$ cat src/vector_bitmap_allocator_unit_macros.svh
// Assertion helpers for the allocator sequencer RTL
`ifndef VECTOR_BITMAP_ALLOCATOR_UNIT_MACROS_SVH
`define VECTOR_BITMAP_ALLOCATOR_UNIT_MACROS_SVH

// Check that a condition holds in the same cycle as its trigger
`define VBA_ASSERT_SAME(label, clk, rst, ante, cons, msg) \
   label: assert property (@(posedge clk) disable iff (rst) (ante) |-> (cons)) \
      else $error(msg);

// Check that a condition holds in the cycle after its trigger
`define VBA_ASSERT_NEXT(label, clk, rst, ante, cons, msg) \
   label: assert property (@(posedge clk) disable iff (rst) (ante) |=> (cons)) \
      else $error(msg);

`endif

$ cat src/vba_pkg.sv
package vba_pkg;

   // Fixed field widths
   localparam int VEC_W  = 8;
   localparam int WORD_W = 64;
   localparam int SLOT_W = 9;

   typedef enum logic [1:0] {
      OP_ASSIGN  = 2'd0,
      OP_FREE    = 2'd1,
      OP_RESERVE = 2'd2
   } op_type;

   typedef enum logic [2:0] {
      ST_OK      = 3'd0,
      ST_NOSPACE = 3'd1,
      ST_RANGE   = 3'd2,
      ST_DOUBLE  = 3'd3,
      ST_INUSE   = 3'd4
   } status_type;

   typedef enum logic [0:0] {
      CSR_FIRST_VECTOR = 1'b0,
      CSR_LAST_VECTOR  = 1'b1
   } csr_index_type;

   typedef struct packed {
      status_type       status;
      logic [VEC_W-1:0] vector;
   } result_type;

   typedef struct packed {
      logic       valid;
      result_type result;
   } done_type;

endpackage

$ cat src/vba_map_mem.sv
module vba_map_mem #(
   parameter int WORDS  = 4,
   parameter int ADDR_W = 2
) (
   input  logic                      clock,
   input  logic                      reset,
   input  logic                      rd_en,
   input  logic [ADDR_W-1:0]         rd_addr,
   input  logic                      wr_en,
   input  logic [ADDR_W-1:0]         wr_addr,
   input  logic [vba_pkg::WORD_W-1:0] wr_data,
   output logic [vba_pkg::WORD_W-1:0] rd_data
);
   import vba_pkg::*;

   logic [WORD_W-1:0] mem [WORDS];
   logic [WORDS-1:0]  row_valid_ff;
   logic [WORDS-1:0]  row_valid_in;
   logic [WORD_W-1:0] rd_raw_ff;
   logic              rd_valid_ff;
   logic              rd_valid_in;

   // Mark a row as written; an unwritten row reads as all clear
   always_comb begin
      row_valid_in = row_valid_ff;
      if (wr_en) begin
         row_valid_in[wr_addr] = 1'b1;
      end
   end

   assign rd_valid_in = rd_en ? row_valid_ff[rd_addr] : rd_valid_ff;

   always_ff @(posedge clock) begin
      if (reset) begin
         row_valid_ff <= '0;
         rd_valid_ff  <= 1'b0;
      end else begin
         row_valid_ff <= row_valid_in;
         rd_valid_ff  <= rd_valid_in;
      end
   end

   // Storage array, one write and one read port
   always_ff @(posedge clock) begin
      if (wr_en) begin
         mem[wr_addr] <= wr_data;
      end
      if (rd_en) begin
         rd_raw_ff <= mem[rd_addr];
      end
   end

   assign rd_data = rd_valid_ff ? rd_raw_ff : '0;

endmodule

$ cat src/vba_seq.sv
`include "vector_bitmap_allocator_unit_macros.svh"

module vba_seq #(
   parameter int MAX_SLOTS = 256,
   parameter int ADDR_W    = 2
) (
   input  logic                       clock,
   input  logic                       reset,
   input  logic                       req_valid,
   output logic                       req_ready,
   input  logic [1:0]                 req_op,
   input  logic [vba_pkg::VEC_W-1:0]  req_vector,
   input  logic [vba_pkg::VEC_W-1:0]  first_vector,
   input  logic [vba_pkg::VEC_W-1:0]  last_vector,
   input  logic                       res_ready,
   output vba_pkg::done_type          res,
   output logic                       mem_rd_en,
   output logic [ADDR_W-1:0]          mem_rd_addr,
   output logic                       mem_wr_en,
   output logic [ADDR_W-1:0]          mem_wr_addr,
   output logic [vba_pkg::WORD_W-1:0] mem_wr_data,
   input  logic [vba_pkg::WORD_W-1:0] mem_rd_data
);
   import vba_pkg::*;

   typedef enum logic [1:0] {
      IDLE,
      CHECK,
      DONE
   } state_type;

   localparam logic [SLOT_W-1:0] SLOT_CAP = SLOT_W'(MAX_SLOTS);

   state_type         state_ff, state_in;
   logic [1:0]        op_ff, op_in;
   logic [VEC_W-1:0]  pos_ff, pos_in;
   logic [1:0]        word_ff, word_in;
   result_type        res_ff, res_in;

   logic              accept;
   logic [SLOT_W-1:0] span;
   logic [SLOT_W-1:0] slot_cnt;
   logic [VEC_W-1:0]  pos_req;
   logic              in_range;
   logic [WORD_W-1:0] word_mask;
   logic [WORD_W-1:0] free_bits;
   logic [7:0]        byte_any;
   logic [2:0]        byte_sel;
   logic [7:0]        sel_byte;
   logic [2:0]        bit_sel;
   logic              found;
   logic [5:0]        hit_idx;
   logic [WORD_W-1:0] bit_onehot;
   logic              cur_bit;
   logic [2:0]        next_word;
   logic              more_words;
   logic [1:0]        rd_word;

   assign req_ready = (state_ff == IDLE);
   assign accept    = req_valid && req_ready;

   // Window size, capped at the map size
   always_comb begin
      span = {1'b0, last_vector} - {1'b0, first_vector} + SLOT_W'(1);
      if (first_vector > last_vector) begin
         slot_cnt = '0;
      end else if (span > SLOT_CAP) begin
         slot_cnt = SLOT_CAP;
      end else begin
         slot_cnt = span;
      end
   end

   // Position of the requested vector inside the window
   assign pos_req  = req_vector - first_vector;
   assign in_range = (req_vector >= first_vector) && (req_vector <= last_vector)
                     && ({1'b0, pos_req} < SLOT_CAP);

   // Mask off positions of the current word beyond the window
   always_comb begin
      for (int b = 0; b < WORD_W; b++) begin
         word_mask[b] = {1'b0, word_ff, 6'(b)} < slot_cnt;
      end
   end

   assign free_bits = ~mem_rd_data & word_mask;

   // Lowest clear position: pick the byte first, then the bit inside it
   always_comb begin
      for (int k = 0; k < 8; k++) begin
         byte_any[k] = |free_bits[k*8 +: 8];
      end
      byte_sel = '0;
      for (int k = 7; k >= 0; k--) begin
         if (byte_any[k]) begin
            byte_sel = 3'(k);
         end
      end
      sel_byte = free_bits[byte_sel*8 +: 8];
      bit_sel  = '0;
      for (int k = 7; k >= 0; k--) begin
         if (sel_byte[k]) begin
            bit_sel = 3'(k);
         end
      end
   end

   assign found      = |byte_any;
   assign hit_idx    = (op_ff == OP_ASSIGN) ? {byte_sel, bit_sel} : pos_ff[5:0];
   assign bit_onehot = WORD_W'(1) << hit_idx;
   assign cur_bit    = mem_rd_data[pos_ff[5:0]];
   assign next_word  = {1'b0, word_ff} + 3'd1;
   assign more_words = {next_word, 6'd0} < slot_cnt;

   // Sequence: read the word, then test, modify and write it back
   always_comb begin
      state_in    = state_ff;
      op_in       = op_ff;
      pos_in      = pos_ff;
      word_in     = word_ff;
      res_in      = res_ff;
      mem_rd_en   = 1'b0;
      rd_word     = 2'd0;
      mem_wr_en   = 1'b0;
      mem_wr_data = mem_rd_data | bit_onehot;
      case (state_ff)
         IDLE: begin
            if (accept) begin
               op_in   = req_op;
               pos_in  = pos_req;
               word_in = 2'd0;
               if (req_op == OP_ASSIGN) begin
                  mem_rd_en = 1'b1;
                  state_in  = CHECK;
               end else if ((req_op == OP_FREE) || (req_op == OP_RESERVE)) begin
                  if (in_range) begin
                     word_in   = pos_req[7:6];
                     rd_word   = pos_req[7:6];
                     mem_rd_en = 1'b1;
                     state_in  = CHECK;
                  end else begin
                     res_in.status = ST_RANGE;
                     res_in.vector = '0;
                     state_in      = DONE;
                  end
               end else begin
                  res_in.status = ST_OK;
                  res_in.vector = '0;
                  state_in      = DONE;
               end
            end
         end
         CHECK: begin
            case (op_ff)
               OP_ASSIGN: begin
                  if (found) begin
                     mem_wr_en     = 1'b1;
                     res_in.status = ST_OK;
                     res_in.vector = first_vector + {word_ff, byte_sel, bit_sel};
                     state_in      = DONE;
                  end else if (more_words) begin
                     word_in   = next_word[1:0];
                     rd_word   = next_word[1:0];
                     mem_rd_en = 1'b1;
                  end else begin
                     res_in.status = ST_NOSPACE;
                     res_in.vector = '0;
                     state_in      = DONE;
                  end
               end
               OP_FREE: begin
                  res_in.vector = '0;
                  if (cur_bit) begin
                     mem_wr_en     = 1'b1;
                     mem_wr_data   = mem_rd_data & ~bit_onehot;
                     res_in.status = ST_OK;
                  end else begin
                     res_in.status = ST_DOUBLE;
                  end
                  state_in = DONE;
               end
               OP_RESERVE: begin
                  res_in.vector = '0;
                  if (cur_bit) begin
                     res_in.status = ST_INUSE;
                  end else begin
                     mem_wr_en     = 1'b1;
                     res_in.status = ST_OK;
                  end
                  state_in = DONE;
               end
               default: begin
                  res_in.status = ST_OK;
                  res_in.vector = '0;
                  state_in      = DONE;
               end
            endcase
         end
         DONE: begin
            if (res_ready) begin
               state_in = IDLE;
            end
         end
         default: begin
            state_in = IDLE;
         end
      endcase
   end

   assign mem_rd_addr = rd_word[ADDR_W-1:0];
   assign mem_wr_addr = word_ff[ADDR_W-1:0];

   // Hold state and the result under construction
   always_ff @(posedge clock) begin
      if (reset) begin
         state_ff <= IDLE;
      end else begin
         state_ff <= state_in;
      end
      op_ff   <= op_in;
      pos_ff  <= pos_in;
      word_ff <= word_in;
      res_ff  <= res_in;
   end

   assign res.valid  = (state_ff == DONE);
   assign res.result = res_ff;

   `VBA_ASSERT_NEXT(a_write_gives_ok, clock, reset, mem_wr_en, (state_ff == DONE) && (res_ff.status == ST_OK), "map written without an ok result")
   `VBA_ASSERT_SAME(a_vector_zero_on_error, clock, reset, res.valid && (res.result.status != ST_OK), res.result.vector == '0, "vector granted with error status")
   `VBA_ASSERT_NEXT(a_read_is_checked, clock, reset, mem_rd_en, state_ff == CHECK, "map read data left unused")
   `VBA_ASSERT_NEXT(a_one_item_at_a_time, clock, reset, accept, !req_ready, "second item taken while one is in progress")

endmodule

$ cat src/vector_bitmap_allocator_unit.sv
// Channel | Direction | Handshake               | Content
// req     | in        | req_tvalid / req_tready | tuser op, tdata vector_in
// rsp     | out       | rsp_tvalid / rsp_tready | tuser status, tdata vector_out
// csr     | in        | csr_valid / csr_ready   | csr_index register, csr_data value
//
// Free and reserve read and check the word of the vector; out-of-range vectors and
// unused ops go straight to the result. Assign scans map words (up to 4 at 256 slots);
// the map memory reads one 64-bit word per cycle and writes the word back on a hit.
// Reset is synchronous; it clears the map by row valid bits at once, no clearing pass.
// The result sits in an output register, so a new item is taken while it waits;
// a stalled rsp channel holds the following result in the sequencer.
module vector_bitmap_allocator_unit #(
   parameter int MAX_SLOTS = 256
) (
   input  logic                      clock,
   input  logic                      reset,
   input  logic                      req_tvalid,
   output logic                      req_tready,
   input  logic [vba_pkg::VEC_W-1:0] req_tdata,   // [7:0] vector_in
   input  logic [1:0]                req_tuser,   // [1:0] op
   output logic                      rsp_tvalid,
   input  logic                      rsp_tready,
   output logic [vba_pkg::VEC_W-1:0] rsp_tdata,   // [7:0] vector_out
   output logic [2:0]                rsp_tuser,   // [2:0] status
   input  logic                      csr_valid,
   output logic                      csr_ready,
   input  logic [0:0]                csr_index,
   input  logic [vba_pkg::VEC_W-1:0] csr_data
);
   import vba_pkg::*;

   localparam int WORDS  = (MAX_SLOTS + 63) / 64;
   localparam int ADDR_W = (WORDS > 1) ? $clog2(WORDS) : 1;

   logic [VEC_W-1:0]  first_ff, first_in;
   logic [VEC_W-1:0]  last_ff, last_in;
   logic              rsp_valid_ff, rsp_valid_in;
   result_type        rsp_res_ff, rsp_res_in;

   done_type          res;
   logic              res_ready;
   logic              mem_rd_en;
   logic [ADDR_W-1:0] mem_rd_addr;
   logic              mem_wr_en;
   logic [ADDR_W-1:0] mem_wr_addr;
   logic [WORD_W-1:0] mem_wr_data;
   logic [WORD_W-1:0] mem_rd_data;

   // Window registers
   assign csr_ready = 1'b1;

   always_comb begin
      first_in = first_ff;
      last_in  = last_ff;
      if (csr_valid && csr_ready) begin
         if (csr_index == CSR_FIRST_VECTOR) begin
            first_in = csr_data;
         end else begin
            last_in = csr_data;
         end
      end
   end

   // Output register: load on a free slot or when the held result transfers
   assign res_ready    = !rsp_valid_ff || rsp_tready;
   assign rsp_valid_in = res.valid ? 1'b1 : (rsp_valid_ff && !rsp_tready);
   assign rsp_res_in   = (res.valid && res_ready) ? res.result : rsp_res_ff;

   always_ff @(posedge clock) begin
      if (reset) begin
         first_ff     <= VEC_W'(48);
         last_ff      <= VEC_W'(231);
         rsp_valid_ff <= 1'b0;
      end else begin
         first_ff     <= first_in;
         last_ff      <= last_in;
         rsp_valid_ff <= rsp_valid_in;
      end
      rsp_res_ff <= rsp_res_in;
   end

   assign rsp_tvalid = rsp_valid_ff;
   assign rsp_tdata  = rsp_res_ff.vector;
   assign rsp_tuser  = rsp_res_ff.status;

   vba_seq #(
      .MAX_SLOTS (MAX_SLOTS),
      .ADDR_W    (ADDR_W)
   ) u_seq (
      .clock        (clock),
      .reset        (reset),
      .req_valid    (req_tvalid),
      .req_ready    (req_tready),
      .req_op       (req_tuser),
      .req_vector   (req_tdata),
      .first_vector (first_ff),
      .last_vector  (last_ff),
      .res_ready    (res_ready),
      .res          (res),
      .mem_rd_en    (mem_rd_en),
      .mem_rd_addr  (mem_rd_addr),
      .mem_wr_en    (mem_wr_en),
      .mem_wr_addr  (mem_wr_addr),
      .mem_wr_data  (mem_wr_data),
      .mem_rd_data  (mem_rd_data)
   );

   vba_map_mem #(
      .WORDS  (WORDS),
      .ADDR_W (ADDR_W)
   ) u_map (
      .clock   (clock),
      .reset   (reset),
      .rd_en   (mem_rd_en),
      .rd_addr (mem_rd_addr),
      .wr_en   (mem_wr_en),
      .wr_addr (mem_wr_addr),
      .wr_data (mem_wr_data),
      .rd_data (mem_rd_data)
   );

endmodule
$ cat config.mk
export PLATFORM = sky130hd
export DESIGN_NAME = vector_bitmap_allocator_unit
export DESIGN_NICKNAME = d
export VERILOG_FILES = /design/src/vba_pkg.sv /design/src/vba_map_mem.sv /design/src/vba_seq.sv /design/src/vector_bitmap_allocator_unit.sv
export VERILOG_INCLUDE_DIRS = /design/src /design/src/src
export SDC_FILE = /design/constraint.sdc
export NUM_CORES = 1
export LEC_CHECK = 0
export BUFFER_PORTS_ARGS = -buffer_cell sky130_fd_sc_hd__buf_2
export CAP_MARGIN = 30
export CORE_MARGIN = 10
export CORE_UTILIZATION = 64
export DETAILED_ROUTE_END_ITERATION = 8
export PLACE_DENSITY_LB_ADDON = 0.3
export SLEW_MARGIN = 10
export SYNTH_ARGS = -nofsm -noshare
export SYNTH_HDL_FRONTEND = slang
export SYNTH_SLANG_ARGS = --single-unit
export TNS_END_PERCENT = 100
$ cat constraint.sdc
create_clock -name clock -period 10.5 [get_ports clock]
set_input_delay 1.05 -clock clock [delete_from_list [all_inputs] [get_ports clock]]
set_output_delay 1.05 -clock clock [all_outputs]
set_load 0.03 [all_outputs]
Yosys cells after proc, flatten, opt, wreduce, memory -nomap -nowiden
Memories as Yosys holds them, arrays and structs flattened. A register that Yosys moved wholly into a read port is not among the register bits.
Cells that the tools add are included.

cells by class
  magnitude comparators = 73
  $add $sub $neg = 5
  shift-type cells = 2
  bitwise logic cells = 7
  reductions and logical operators = 28
  equality and inequality tests = 14
  muxes and demuxes = 77

operator list
  kind                                              count
  < comparator 8 x 9 -> 1 bit                       64
  2-to-1 mux 64 bit                                 4
  AND 64 bit                                        2
  NOT 64 bit                                        2
  2-to-1 mux 11 bit                                 6
  OR 64 bit                                         1
  OR reduction 64 bit                               1
  OR reduction 8 bit                                8
  indexed part select 64 x 7 -> 8 bit               1
  << shifter 1 x 6 -> 64 bit, first input constant  1
  2-to-1 mux 3 bit                                  17
  2-to-1 mux 2 bit                                  20
  case mux 11 bit (3 select lines)                  1
  case mux 11 bit (2 select lines)                  1
  2-to-1 mux 9 bit                                  2
  2-to-1 mux 1 bit                                  17
  AND reduction 5 bit                               2
  adder 9 x 1 -> 9 bit, second input constant       1
  > comparator 9 bit, second input constant         1
  < comparator 9 bit                                1
  subtractor 8 x 8 -> 9 bit                         1
  adder 8 bit                                       1
  greater-or-equal comparator 8 bit                 1
  > comparator 8 bit                                1
  other kinds (29)                                  49

word-level totals
  register bits = 56
  RAM bits = 256
  logic and storage cells = 220
  output and inout port bits = 14
  input bits = 24
  memories = 1

memories
  memory     words  bits a word  rd ports  clocked after memory_dff  wr ports  line               source
  u_map.mem  4      64           1         1                         1         vba_map_mem.sv:16  logic [WORD_W-1:0] mem [WORDS];

Logic depth before layout (Yosys ltp)
Gate-level depths: netlist of the first run.

  depth after elaboration = 32
  depth in mapped cells = 42
  gate-level depth less buffers = 39

Cells and area by module
A second synthesis of the first run with hierarchy kept.

unflattened totals
  cell total of the unflattened synthesis = 1456
  area, all modules = 19925.4 um2

by module, submodules not included
  module                        seq. area each (um2)  area an instance (um2)  times used  cells an instance
  vba_map_mem                   9709.3                11808.8                 1           491
  vba_seq                       670.6                 7056.8                  1           882
  vector_bitmap_allocator_unit  670.6                 1059.8                  1           83

Worst setup path before layout of the first run
No wires, ideal clock.

  kind = register to register
  start point = register first_ff[3]
  end point = register u_map.rd_valid_ff
  data required time = 10.370 ns
  setup slack = 2.004 ns
  stages on the path, launching flop included = 26
  setup time = 0.130 ns
  path buffers = 4
  arrival = 8.366 ns
  clock period less this slack = 8.496 ns
  cells stage by stage = dfxtp_1 -> inv_1 -> ha_1 -> ha_1 -> buf_2 -> or2_0 -> clkbuf_1 -> a41oi_2 -> a211o_4 -> buf_6 -> a21oi_1 -> nand2_1 -> ha_1 -> nor2b_1 -> nand2_1 -> a211oi_4 -> buf_6 -> a21boi_1 -> o2bb2ai_1 -> or4_4 -> nor4_4 -> nand3_1 -> nand3b_1 -> o21ai_0 -> mux2i_1 -> nor2_1

on the way
  elaborated cells on any way between the ends = 94
  classes of those cells = 3 x add/sub; 68 x order compare; 20 x mux; 1 x bitwise; 2 x reduce/logical

RTL lines
  item                               line                                source
  start, declared                    vector_bitmap_allocator_unit.sv:35  logic [VEC_W-1:0] first_ff, first_in;
  start signal, assigned             vector_bitmap_allocator_unit.sv:75  first_ff <= first_in;
  subtractor 8 x 8 -> 9 bit          vba_seq.sv:64                       span = {1'b0, last_vector} - {1'b0, first_vector} + SLOT_W'(1);
  adder 9 x 1 -> 9 bit               vba_seq.sv:64
  > comparator 9 bit                 vba_seq.sv:67                       end else if (span > SLOT_CAP) begin
  2-to-1 mux 9 bit                   vba_seq.sv:67
  2-to-1 mux 9 bit                   vba_seq.sv:65                       if (first_vector > last_vector) begin
  < comparator 8 x 9 -> 1 bit        vba_seq.sv:82                       word_mask[b] = {1'b0, word_ff, 6'(b)} < slot_cnt;
  AND 64 bit                         vba_seq.sv:86                       assign free_bits = ~mem_rd_data & word_mask;
  OR reduction 64 bit                vba_seq.sv:108                      assign found = |byte_any;
  2-to-1 mux 1 bit                   vba_seq.sv:156                      if (found) begin
  2-to-1 mux 1 bit                   vba_seq.sv:154                      case (op_ff)
  case mux 1 bit (2 select lines) *  vba_seq.sv:126                      case (state_ff)
  via mem_rd_en                      vector_bitmap_allocator_unit.sv:42  logic mem_rd_en;
  end signal, assigned               vba_map_mem.sv:39                   rd_valid_ff <= rd_valid_in;
  end, declared                      vba_map_mem.sv:20                   logic rd_valid_ff;

The timed path passes the listed nets; every way through them passes the cells marked *. The select of a mux whose other input is x is not followed.
A chain may end at the register's enable or synchronous reset.

Worst setup path in the final report of the first run
  start point = register first_ff[3]
  end point = register u_seq.res_ff, in the netlist u_seq.res[7] (data pin)

on the way
  cells in the longest elaborated chain, start to end = 29
  elaborated cells on any way between the ends = 101
  classes of those cells = 3 x add/sub; 66 x order compare; 1 x shift; 21 x mux; 1 x bitwise; 9 x reduce/logical

ends and longest elaborated chain
  item                                 line            source
  subtractor 8 x 8 -> 9 bit            vba_seq.sv:64
  adder 9 x 1 -> 9 bit                 vba_seq.sv:64
  > comparator 9 bit                   vba_seq.sv:67
  2-to-1 mux 9 bit                     vba_seq.sv:67
  2-to-1 mux 9 bit                     vba_seq.sv:65
  < comparator 8 x 9 -> 1 bit          vba_seq.sv:82
  AND 64 bit                           vba_seq.sv:86
  OR reduction 8 bit                   vba_seq.sv:91   byte_any[k] = |free_bits[k*8 +: 8];
  2-to-1 mux 3 bit (8 in a row)        vba_seq.sv:95   if (byte_any[k]) begin
  indexed part select 64 x 7 -> 8 bit  vba_seq.sv:99   sel_byte = free_bits[byte_sel*8 +: 8];
  2-to-1 mux 3 bit (8 in a row)        vba_seq.sv:102  if (sel_byte[k]) begin
  adder 8 bit                          vba_seq.sv:159  res_in.vector = first_vector + {word_ff, byte_sel, bit_sel};
  2-to-1 mux 11 bit *                  vba_seq.sv:156
  case mux 11 bit (3 select lines) *   vba_seq.sv:154
  case mux 11 bit (2 select lines) *   vba_seq.sv:126
  end signal, assigned                 vba_seq.sv:223  res_ff <= res_in;
  end, declared                        vba_seq.sv:38   result_type res_ff, res_in;

Every way passes the cells marked *; elsewhere a longest branch is shown, timed or not.

==> summary.md, run 1 <==
| Metric | Value |
|---|---|
| Leading area contributor after synthesis | edfxtp_1 |
| Reg clk slew, reported paths | roughly 0.060 ns |
| Die area | approximately 0.04 mm² |
| Hold Slack | approximately 0.42 ns |
| Final setup fails | 0 |
| Final slew viol count | 0 |
| Clock Skew | ~0.03 ns |
| Synthesized Nets | about 1900 |
| Number of buffers created by CTS | 38 |
| Setup TNS | 0 ns |
| Post-Syn Area | slightly above 0.02 mm² |
| Synth warn | 0 |
| Leak | a little under 8 nW |
| Area delta synth->final | 9.086% |
| GP Congestion | between 1 and 1.5 |
| Num Clock Sinks | approximately 380 |
| Die W | between 150 and 200 µm |
| Multi-input gate area | around 0.0085 mm² |
| Core area | about 0.031 mm² |
| Layout cells sized above 1 | 0.1255 |
| Post-synth EDFFs | 352 |
| Post-synthesis cell type count | 100 |
| Post-route ant nets | 0 |
| Sequential cell area fraction in the yosys report | 0.5466 |
| Top_reg_cell synth | edfxtp_1 |
| Antenna violations before repair | 1 |
| CP max stage delay | approximately 0.60 ns |
| Post-CTS setup buffers | 0 |
| Worst Path Class, Setup | flip-flop to flip-flop |
| Grt ovf | 0 |
| Worst endpoint data arrival time | roughly 10 ns |
| CP Capture Type | flip-flop |
| Via-to-Cell Ratio | slightly below 7 |
| Routed wire length | slightly above 60 mm |
| Row Count | 65 |
| Slowest cell on crit path | or4_4 |
| Vert. Die Dim | 197.7 µm |
| H-tree levels | 2 |
| DP HPWL | about 43 mm |
| CP Max Fanout | 16 |
| Wirelength per Cell | ~28 µm |
| F_max | between 0.09 and 0.1 GHz |
| Share of the synthesized area in the top cell type | 0.5228 |
| Post-route cell area | approximately 0.022 mm² |
| Number of hold buffers added after cts | 0 |
| PnR worst setup slack | between 0.4 and 0.5 ns |
| Commonest non-fill, non-tap cells in the layout | edfxtp_1 (352), nand2_1 (275), a31oi_1 (78) |
| #FFs+latches synth | between 300 and 400 |
| Startpoint Class | flip-flop |
| Pre-CTS worst setup slack | around 0.71 ns |
| Cell Area, Placed | approximately 0.021 mm² |
| Final Critical Period | approximately 10 ns |
| I/O pin count | 38 |
| Drt drc | 0 |
| Vias | ~15000 |
| Crit path top cell by count | ha_1 |
| Number of iterations in the first detailed-routing pass | 6 |
| Number of global-route vias before repair | ~15000 |
| Final hold violation count | 0 |
| Max Root-Sink Buffers | 3 |
| Outcome | completed |
| RSZ-0062 raised after global routing | no |
| Cts repair resizes | 0 |
| Overall global routing resource usage | 0.3149 |
| Ant diodes | 0 |
| CP required | 10.78 ns |
| Syn avg cell area | about 11 µm² |
| Hold WC Path Type | flip-flop to flip-flop |
| Initial Utilization | 0.6440 |
| Worst vdd ir | between 150 and 200 µV |
| Slew HR | 0.3165 |
| # fillers | ~2200 |
| Worst-Skew Late Latency | 0.56 ns |
| Max Cap Viol | 0 |
| Cells after Synth | 1790 |
| Asr flop ratio synth | 0 |
| Most area-consuming cells after synthesis | edfxtp_1 (52%), nand2_1 (5.1%), ha_1 (3.4%) |
| I/O Buffers | 36 |
| CTS Root Cell | clkbuf_16 |
| Util after Layout | 0.7025 |
| TritonCTS clock tree | done |
| Register area | 0.01105 mm² |
| Pin count of the biggest net entering global routing | 91 |
| Pwr dens | around 190 mW/mm² |
| Initial drt markers | around 1600 |
| Most common cell after layout, fill and taps aside | edfxtp_1 |
| Worst-margin pin slew | just over 1 ns |
| First-pass GRT wire length | 92.45 mm |
| Final nets | roughly 1900 |
| Final Cycle Share | 0.9608 |
==> logic make-up after synthesis <==
| family | synth area share |
|---|---|
| other | 0.0001855 |
| DFF | 0.5466 |
| and+or+nand+nor | 0.1610 |
| adders and majority gates | 0.03850 |
| muxes | 0.05663 |
| buffers and inverters | 0.03472 |
| AOI/OAI and AO/OA | 0.1525 |
| xor gates and xnor gates | 0.009903 |
==> worst max-delay path: cells and delay by family (launching register included) <==
kind            cells  cell delay [ns]
compound gates     17             4.75
xor+xnor            1             0.13
flops               1             0.38
buf+inv             4             0.84
simple gates        8             2.29
fa+ha+maj           4             1.39
==> routing by layer <==
| metal | track usage | part of all wire | vias up |
|---|---|---|---|
| li1 | - | - | 6806 |
| met1 | 0.4175 | 0.40 | 7553 |
| met2 | 0.4853 | 0.45 | 902 |
| met3 | 0.06756 | 0.098 | 181 |
| met4 | 0.1532 | 0.050 | 2 |
| met5 | 0 | 0.00026 | - |
==> power breakdown <==
group	switching (mW)	internal, mW
sequential	0.0422	1.69
combinational	0.791	0.329
clock	0.579	0.740
==> final timing paths <==
path	cells past startpoint	to	from	slack, ns
hold / removal	0	rsp_tuser[2]$_DFFE_PP_	u_seq.res[10]$_SDFFCE_PN0P_	0.42
setup reg to reg	34	u_seq.res[7]$_SDFFCE_PN0P_	first_ff[3]$_SDFFE_PP0P_	0.41
hold reg to reg	0	rsp_tuser[2]$_DFFE_PP_	u_seq.res[10]$_SDFFCE_PN0P_	0.42
setup / recovery	34	u_seq.res[7]$_SDFFCE_PN0P_	first_ff[3]$_SDFFE_PP0P_	0.41
==> area by class of cell <==
class                   count  share of cell area
flip-flops and latches    376              0.5011
well taps                 402             0.02281
multi-input cells        1249              0.3864
clock inverters            28             0.01055
inverters                  47            0.008000
repair buffers             82             0.02638
clock buffers              42             0.04476
==> cell usage after synthesis (all sizes together), types with 14 or more instances <==
cell / n
ha: 55
nor4: 20
a31oi: 80
inv: 47
nor2b: 14
a211oi: 81
and2: 76
a21oi: 60
clkbuf: 88
mux4: 21
and3: 17
nand2b: 15
nor2: 77
o21ai: 59
mux2i: 66
nor3: 22
o211ai: 16
nand4: 33
nand2: 276
a21o: 15
buf: 30
edfxtp: 352
dfxtp: 24
nor3b: 17
nand3: 64
==> through the flow <==
stage	cells	total power, mW
after CTS	2225	4.131
final	2226	4.176
after global placement	2152	2.838
after detailed placement	2155	2.832
after global routing	2226	4.283
after floorplan	1790	2.432
==> sequential cells by signal, summed over array words and instances, names as in the netlist <==
| register | count |
|---|---|
| first_ff | 8 |
| u_map.rd_valid_ff | 1 |
| u_seq.state_ff | 2 |
| u_map.row_valid_ff | 4 |
| u_seq.res | 11 |
| u_seq.mem_wr_addr | 2 |
| last_ff | 8 |
| u_seq.pos_ff | 6 |
| rsp_tvalid | 1 |
| u_map.mem | 256 |
| rsp_tdata | 8 |
| rsp_tuser | 3 |
| u_map.rd_raw_ff | 64 |
| u_seq.op_ff | 2 |
(Power assumes the default switching activity.)
==> run 2, diff against run 1 <==
- PLACE_DENSITY: not set -> 0.81
- PLACE_DENSITY_LB_ADDON: 0.3 -> not set
- clock period: 10.5 -> 9.51 ns (I/O delays scaled with it)
==> summary.md, run 2 (synthesis results as in run 1) <==
| Metric | Value |
|---|---|
| Outcome | completed |
| Routed wire length | 61.35 mm |
| Overall global routing resource usage | 0.3113 |
| Metal-1 WL | 23.91 mm |
| Slowest cell on crit path | a2111oi_4 |
| Cell Area, Placed | 0.02093 mm² |
| Pwr dens | roughly 210 mW/mm² |
| Number of hold buffers added after cts | 0 |
| Clock Skew | ~0.018 ns |
| Final Cycle Share | 0.9561 |
| Clock Power Share | 0.316 |
| Leak | 7.743 nW |
| Non-filler cells in the finished layout | between 2000 and 2500 |
| Hold EP | rsp_tdata[2]$_DFFE_PP_ |
| I/O Buffers | 36 |
| Slew HR | 0.3453 |
| Initial Utilization | 0.6440 |
| Core area | roughly 0.031 mm² |
| Die area | about 0.039 mm² |
| CP Max Fanout | 16 |
| Worst vdd ir | just over 200 µV |
| Layout cells sized above 1 | 0.1248 |
| Worst Path Class, Setup | flip-flop to flip-flop |
| Final hold violation count | 0 |
| Num Clock Sinks | 376 |
| Max Root-Sink Buffers | 3 |
| Max Cap Viol | 0 |
| CP max stage delay | 0.65 ns |
| Post-route cell area | approximately 0.022 mm² |
| F_max | about 0.11 GHz |
| Pin count of the biggest net entering global routing | 73 |
| Flop-to-flop setup slack | ~0.42 ns |
| Number of flip-flops in the largest register | ~260 |
| Crit path top cell by count | ha_1 |
| I/O pin count | 38 |
| Die W | ~200 µm |
| Final nets | 1877 |
| GP Congestion | between 1 and 1.5 |
| Final setup fails | 0 |
| Power Total | 4.599 mW |
| RSZ-0062 raised after global routing | no |
| Vias | 15567 |
| RR Endpoint | u_seq.res[7]$_SDFFCE_PN0P_ |
| Top delay family on crit path | compound AO/OA/AOI/OAI gates |
| Drt drc | 0 |
| Sequential Power Share | 0.417 |
| WL met2 | approximately 28 mm |
| Most common cell after layout, fill and taps aside | edfxtp_1 |
| Internal power | 3.091 mW |
| Placed Cells | 2154 |
| TritonCTS clock tree | done |
| Comb power frac | 0.267 |
| Met3 WL | 5.936 mm |
| Hold_sp | u_seq.res[2]$_SDFFCE_PN0P_ |
| Grt ovf | 0 |
| Final Critical Period | between 9 and 10 ns |
| Setup TNS | 0 ns |
| Startpoint Class | flip-flop |
| Post-route ant nets | 0 |
| Switching Power | about 1.5 mW |
| # fillers | roughly 2200 |
| Pre-CTS worst setup slack | approximately 0.47 ns |
| H-tree levels | 2 |
| Hold Path Stages | 0 |
| CP Capture Type | flip-flop |
| CP required | roughly 10 ns |
| Switching share of power | 0.3279 |
| PnR worst setup slack | approximately 0.42 ns |
| Final slew viol count | 0 |
| First-pass GRT wire length | 91.52 mm |
| Area delta synth->final | 9.599% |
| Number of buffers created by CTS | 37 |
| Multi-input gate area | ~0.0085 mm² |
| Hold WC Path Type | flip-flop to flip-flop |
| Worst-Skew Late Latency | ~0.54 ns |
| Vert. Die Dim | ~200 µm |
| Ant diodes | 0 |
| Wirelength per Cell | roughly 28 µm |
| Row Count | 65 |
| R2R cell count | 35 |
| Register area | roughly 0.011 mm² |
| Util after Layout | 0.7058 |
| DP HPWL | 42.71 mm |
| Antenna violations before repair | 0 |
| Via-to-Cell Ratio | 7.009 |
| Hold Slack | about 0.42 ns |
| CTS Root Cell | clkbuf_16 |
| Reg clk slew, reported paths | about 0.07 ns |
| Initial drt markers | approximately 1600 |
| Worst-margin pin slew | 0.9800 ns |
| Number of iterations in the first detailed-routing pass | 6 |
| Worst endpoint data arrival time | 9.37 ns |
| Worst r2r src | first_ff[3]$_SDFFE_PP0P_ |
| Commonest non-fill, non-tap cells in the layout | edfxtp_1 (352), nand2_1 (275), a31oi_1 (78) |
| CP bufs+invs | 4 |
| Top layer in use | met4 |
| Number of global-route vias before repair | 14974 |
| Most flop-heavy register | u_map.mem |
==> run 2: cell count changes in the layout (fill, tap and decap cells not counted), moves of 2 or more <==
cell / change
clkbuf_1: +6
buf_4: -5
clkinv_1: -5
inv_6: -5
buf_12: +4
buf_16: +3
clkinv_2: -3
bufinv_16: +2
==> run 2: worst max-delay path by stage <==
stage	from	endpoint	cells after the start
finish	first_ff[3]$_SDFFE_PP0P_	u_seq.res[7]$_SDFFCE_PN0P_	35
global route	first_ff[3]$_SDFFE_PP0P_	u_seq.res[7]$_SDFFCE_PN0P_	36
CTS	first_ff[3]$_SDFFE_PP0P_	u_seq.res[7]$_SDFFCE_PN0P_	36
detailed placement	first_ff[3]$_SDFFE_PP0P_	u_seq.res[7]$_SDFFCE_PN0P_	36
global placement	first_ff[3]$_SDFFE_PP0P_	u_seq.res[7]$_SDFFCE_PN0P_	35
floorplan	first_ff[3]$_SDFFE_PP0P_	u_map.rd_valid_ff$_SDFFE_PP0P_	25
==> run 2: layer usage <==
metal	vias up	track usage
li1	6816	-
met1	7641	0.3960
met2	906	0.4935
met3	204	0.07452
met4	0	0.1503
met5	-	0
==> run 2: timing repair <==
item,CTS,global route
resized for setup,0,4
hold endpoints to repair,0,0
buffers inserted,0,2
setup endpoints to repair,0,18
==> run 2: power groups by stage <==
| stage | sequential [mW] | clock (mW) | combinational [mW] |
|---|---|---|---|
| after floorplan | 1.94 | 0 | 0.750 |
| after global placement | 1.95 | 0 | 1.16 |
| after detailed placement | 1.95 | 0 | 1.16 |
| after CTS | 1.92 | 1.46 | 1.17 |
| after global routing | 1.92 | 1.52 | 1.28 |
| final | 1.92 | 1.45 | 1.23 |
==> run 2: cell type report <==
| cell class | count | area share |
|---|---|---|
| clock buffers | 47 | 0.04444 |
| clock inverters | 17 | 0.009430 |
| inverters | 47 | 0.007962 |
| multi-input cells | 1249 | 0.3853 |
| flip-flops and latches | 376 | 0.4988 |
| well taps | 402 | 0.02270 |
| repair buffers | 83 | 0.03140 |
==> run 3, diff against run 2 <==
- ABC_AREA: not set -> 1
- SYNTH_HIERARCHICAL: not set -> 1
==> summary.md, run 3 <==
| Metric | Value |
|---|---|
| Number of hold buffers added after cts | 0 |
| TritonCTS clock tree | done |
| Antenna violations before repair | 0 |
| Post-route cell area | about 0.023 mm² |
| First-pass GRT wire length | 96.37 mm |
| Startpoint Class | flip-flop |
| Outcome | completed |
| Worst r2r src | first_ff[1]$_SDFFE_PP0P_ |
| Pwr dens | ~210 mW/mm² |
| RR Endpoint | u_map/rd_raw_ff[2]$_DFFE_PP_ |
| Synthesized Nets | about 2300 |
| Max Cap Viol | 0 |
| Vias | approximately 17000 |
| H-tree levels | 2 |
| Routed wire length | ~64 mm |
| Post-Syn Area | 0.02089 mm² |
| Clock Skew | about 0.025 ns |
| CP Capture Type | flip-flop |
| Area delta synth->final | 8.261% |
| Initial drt markers | 2324 |
| Core area | about 0.032 mm² |
| GP Congestion | approximately 1.1 |
| Power Total | between 4 and 5 mW |
| Final slew viol count | 0 |
| Die W | ~200 µm |
| CTS Root Cell | clkbuf_16 |
| Slowest cell on crit path | nor4_4 |
| # fillers | approximately 2400 |
| Ant diodes | 0 |
| Non-filler cells in the finished layout | approximately 2700 |
| CP max stage delay | approximately 0.83 ns |
| Row Count | 66 |
| Util after Layout | 0.6985 |
| Syn avg cell area | just over 9 µm² |
| Synth cell count leaders | nand2_1 (452), edfxtp_1 (352), inv_1 (271) |
| Drt drc | 0 |
| Synth warn | 6 |
| R2R cell count | 35 |
| Overall global routing resource usage | 0.3088 |
| Num Clock Sinks | between 300 and 400 |
| Sequential cell area fraction in the yosys report | 0.5291 |
| Final setup fails | 0 |
| Post-synth EDFFs | around 350 |
| Worst Path Class, Setup | flip-flop to flip-flop |
| Grt ovf | 0 |
| Hold Path Stages | 0 |
| Most frequent cell after synthesis | nand2_1 |
| Cell Area, Placed | between 0.02 and 0.025 mm² |
| Placed Cells | between 2000 and 3000 |
| Asr flop ratio synth | 0 |
| CP Max Fanout | 58 |
| Commonest non-fill, non-tap cells in the layout | nand2_1 (451), edfxtp_1 (352), inv_1 (266) |
| Cts repair resizes | 0 |
| Die area | 0.04026 mm² |
| #FFs+latches synth | ~380 |
| Wirelength per Cell | ~23 µm |
| Final nets | between 2000 and 2500 |
| Post-CTS setup buffers | 0 |
| Slew HR | 0.3870 |
| Hold Slack | between 0.4 and 0.5 ns |
| Initial Utilization | 0.6452 |
| Layout cells sized above 1 | 0.1284 |
| DP HPWL | around 44 mm |
| Number of flip-flops in the largest register | between 200 and 300 |
| Hold EP | rsp_tdata[4]$_DFFE_PP_ |
| Via-to-Cell Ratio | 6.194 |
| Number of buffers created by CTS | 39 |
| F_max | 0.1209 GHz |
| Worst-Skew Late Latency | 0.56 ns |
| Max Root-Sink Buffers | 3 |
| Most common cell after layout, fill and taps aside | nand2_1 |
| Top_reg_cell synth | edfxtp_1 |
| Pin count of the biggest net entering global routing | 75 |
| Leading area contributor after synthesis | edfxtp_1 |
| Hold WC Path Type | flip-flop to flip-flop |
| Cells after Synth | around 2300 |
| I/O pin count | 38 |
| Setup TNS | 0 ns |
| CP required | between 9 and 10 ns |
| Most area-consuming cells after synthesis | edfxtp_1 (51%), nand2_1 (8.1%), inv_1 (4.9%) |
| Crit path top cell by count | inv_1 |
| RSZ-0062 raised after global routing | no |
| Worst endpoint data arrival time | between 8 and 9 ns |
| Final Critical Period | approximately 8.3 ns |
| I/O Buffers | 36 |
| Worst vdd ir | ~180 µV |
| Pre-CTS worst setup slack | between 1.5 and 2 ns |
| Final hold violation count | 0 |
| Share of the synthesized area in the top cell type | 0.5061 |
| Number of global-route vias before repair | 16089 |
| Worst-margin pin slew | between 0.9 and 1 ns |
| Vert. Die Dim | approximately 200 µm |
| Post-synthesis cell type count | 60 |
| Leak | 9.360 nW |
| Post-route ant nets | 0 |
| Final Cycle Share | 0.8701 |
| Flop-to-flop setup slack | ~1.2 ns |
| Number of iterations in the first detailed-routing pass | 5 |
| Most flop-heavy register | u_map/mem |
| Hold_sp | u_seq/res[4]$_SDFFCE_PN0P_ |
| PnR worst setup slack | ~1.2 ns |
| Reg clk slew, reported paths | approximately 0.060 ns |
[run 3: changes by cell type after synthesis, sizes merged, moves of 75 or more]
cell,delta
nand3,+149
and2,-75
nor2,+193
a211oi,-80
nand2,+202
o21ai,+173
inv,+240
a31oi,-78
[run 3: kinds of logic (layout without fill, tap and decap cells)]
| family | count (synthesis) | in the layout | synth area share |
|---|---|---|---|
| and+or+nand+nor | 1033 | 1033 | 0.2398 |
| buffers and inverters | 396 | 428 | 0.08453 |
| AOI/OAI and AO/OA | 390 | 390 | 0.1095 |
| DFF | 376 | 376 | 0.5291 |
| adders and majority gates | 55 | 55 | 0.03439 |
| xor gates and xnor gates | 6 | 6 | 0.002516 |
| other | 1 | 1 | 0.0001795 |
[run 3: worst max-delay path by stage]
stage                             startpoint                              to  slack [ns]  cells past startpoint
global placement    first_ff[1]$_SDFFE_PP0P_   u_map/rd_raw_ff[12]$_DFFE_PP_        1.53                     35
CTS                 first_ff[1]$_SDFFE_PP0P_   u_map/rd_raw_ff[16]$_DFFE_PP_        1.48                     35
global route        first_ff[1]$_SDFFE_PP0P_      u_map/mem[3][63]$_DFFE_PP_        0.86                     45
floorplan           first_ff[1]$_SDFFE_PP0P_  u_map/rd_valid_ff$_SDFFE_PP0P_        3.21                     35
detailed placement  first_ff[1]$_SDFFE_PP0P_   u_map/rd_raw_ff[12]$_DFFE_PP_        1.54                     35
finish              first_ff[1]$_SDFFE_PP0P_    u_map/rd_raw_ff[2]$_DFFE_PP_        1.24                     35
[run 3: worst max-delay path: cells and delay by family, from the launching register on]
family	cells	cell delay [ns]
buffers and inverters	9	1.27
AO/OA/AOI/OAI	3	0.84
adder cells (fa/ha/maj)	4	1.12
AND/OR/NAND/NOR	19	4.17
flip-flops	1	0.49
[run 3: layout make-up]
| cell class | count | area (µm²) | area share |
|---|---|---|---|
| multi-input combinational | 1485 | 8123 | 0.3592 |
| clock buffer | 49 | 1097 | 0.04853 |
| sequential | 376 | 11050 | 0.4888 |
| tap | 442 | 553.0 | 0.02446 |
| clock inverter | 22 | 251.5 | 0.01112 |
| inverter | 293 | 1125 | 0.04975 |
| timing repair buffer | 64 | 410.4 | 0.01815 |
[run 3: report_power, final]
group,switching (mW),internal [mW],total [mW]
Combinational,0.902,0.305,1.21
Clock,0.637,0.959,1.60
Sequential,0.0318,1.89,1.92
Total,1.57,3.15,4.72
[run 3: layer usage]
layer	share of wire	global-route usage	vias to the layer above
met4	0.042	0.1263	0
li1	-	-	7662
met2	0.46	0.4881	1015
met3	0.10	0.05551	168
met1	0.39	0.4151	8071
met5	0	0	-
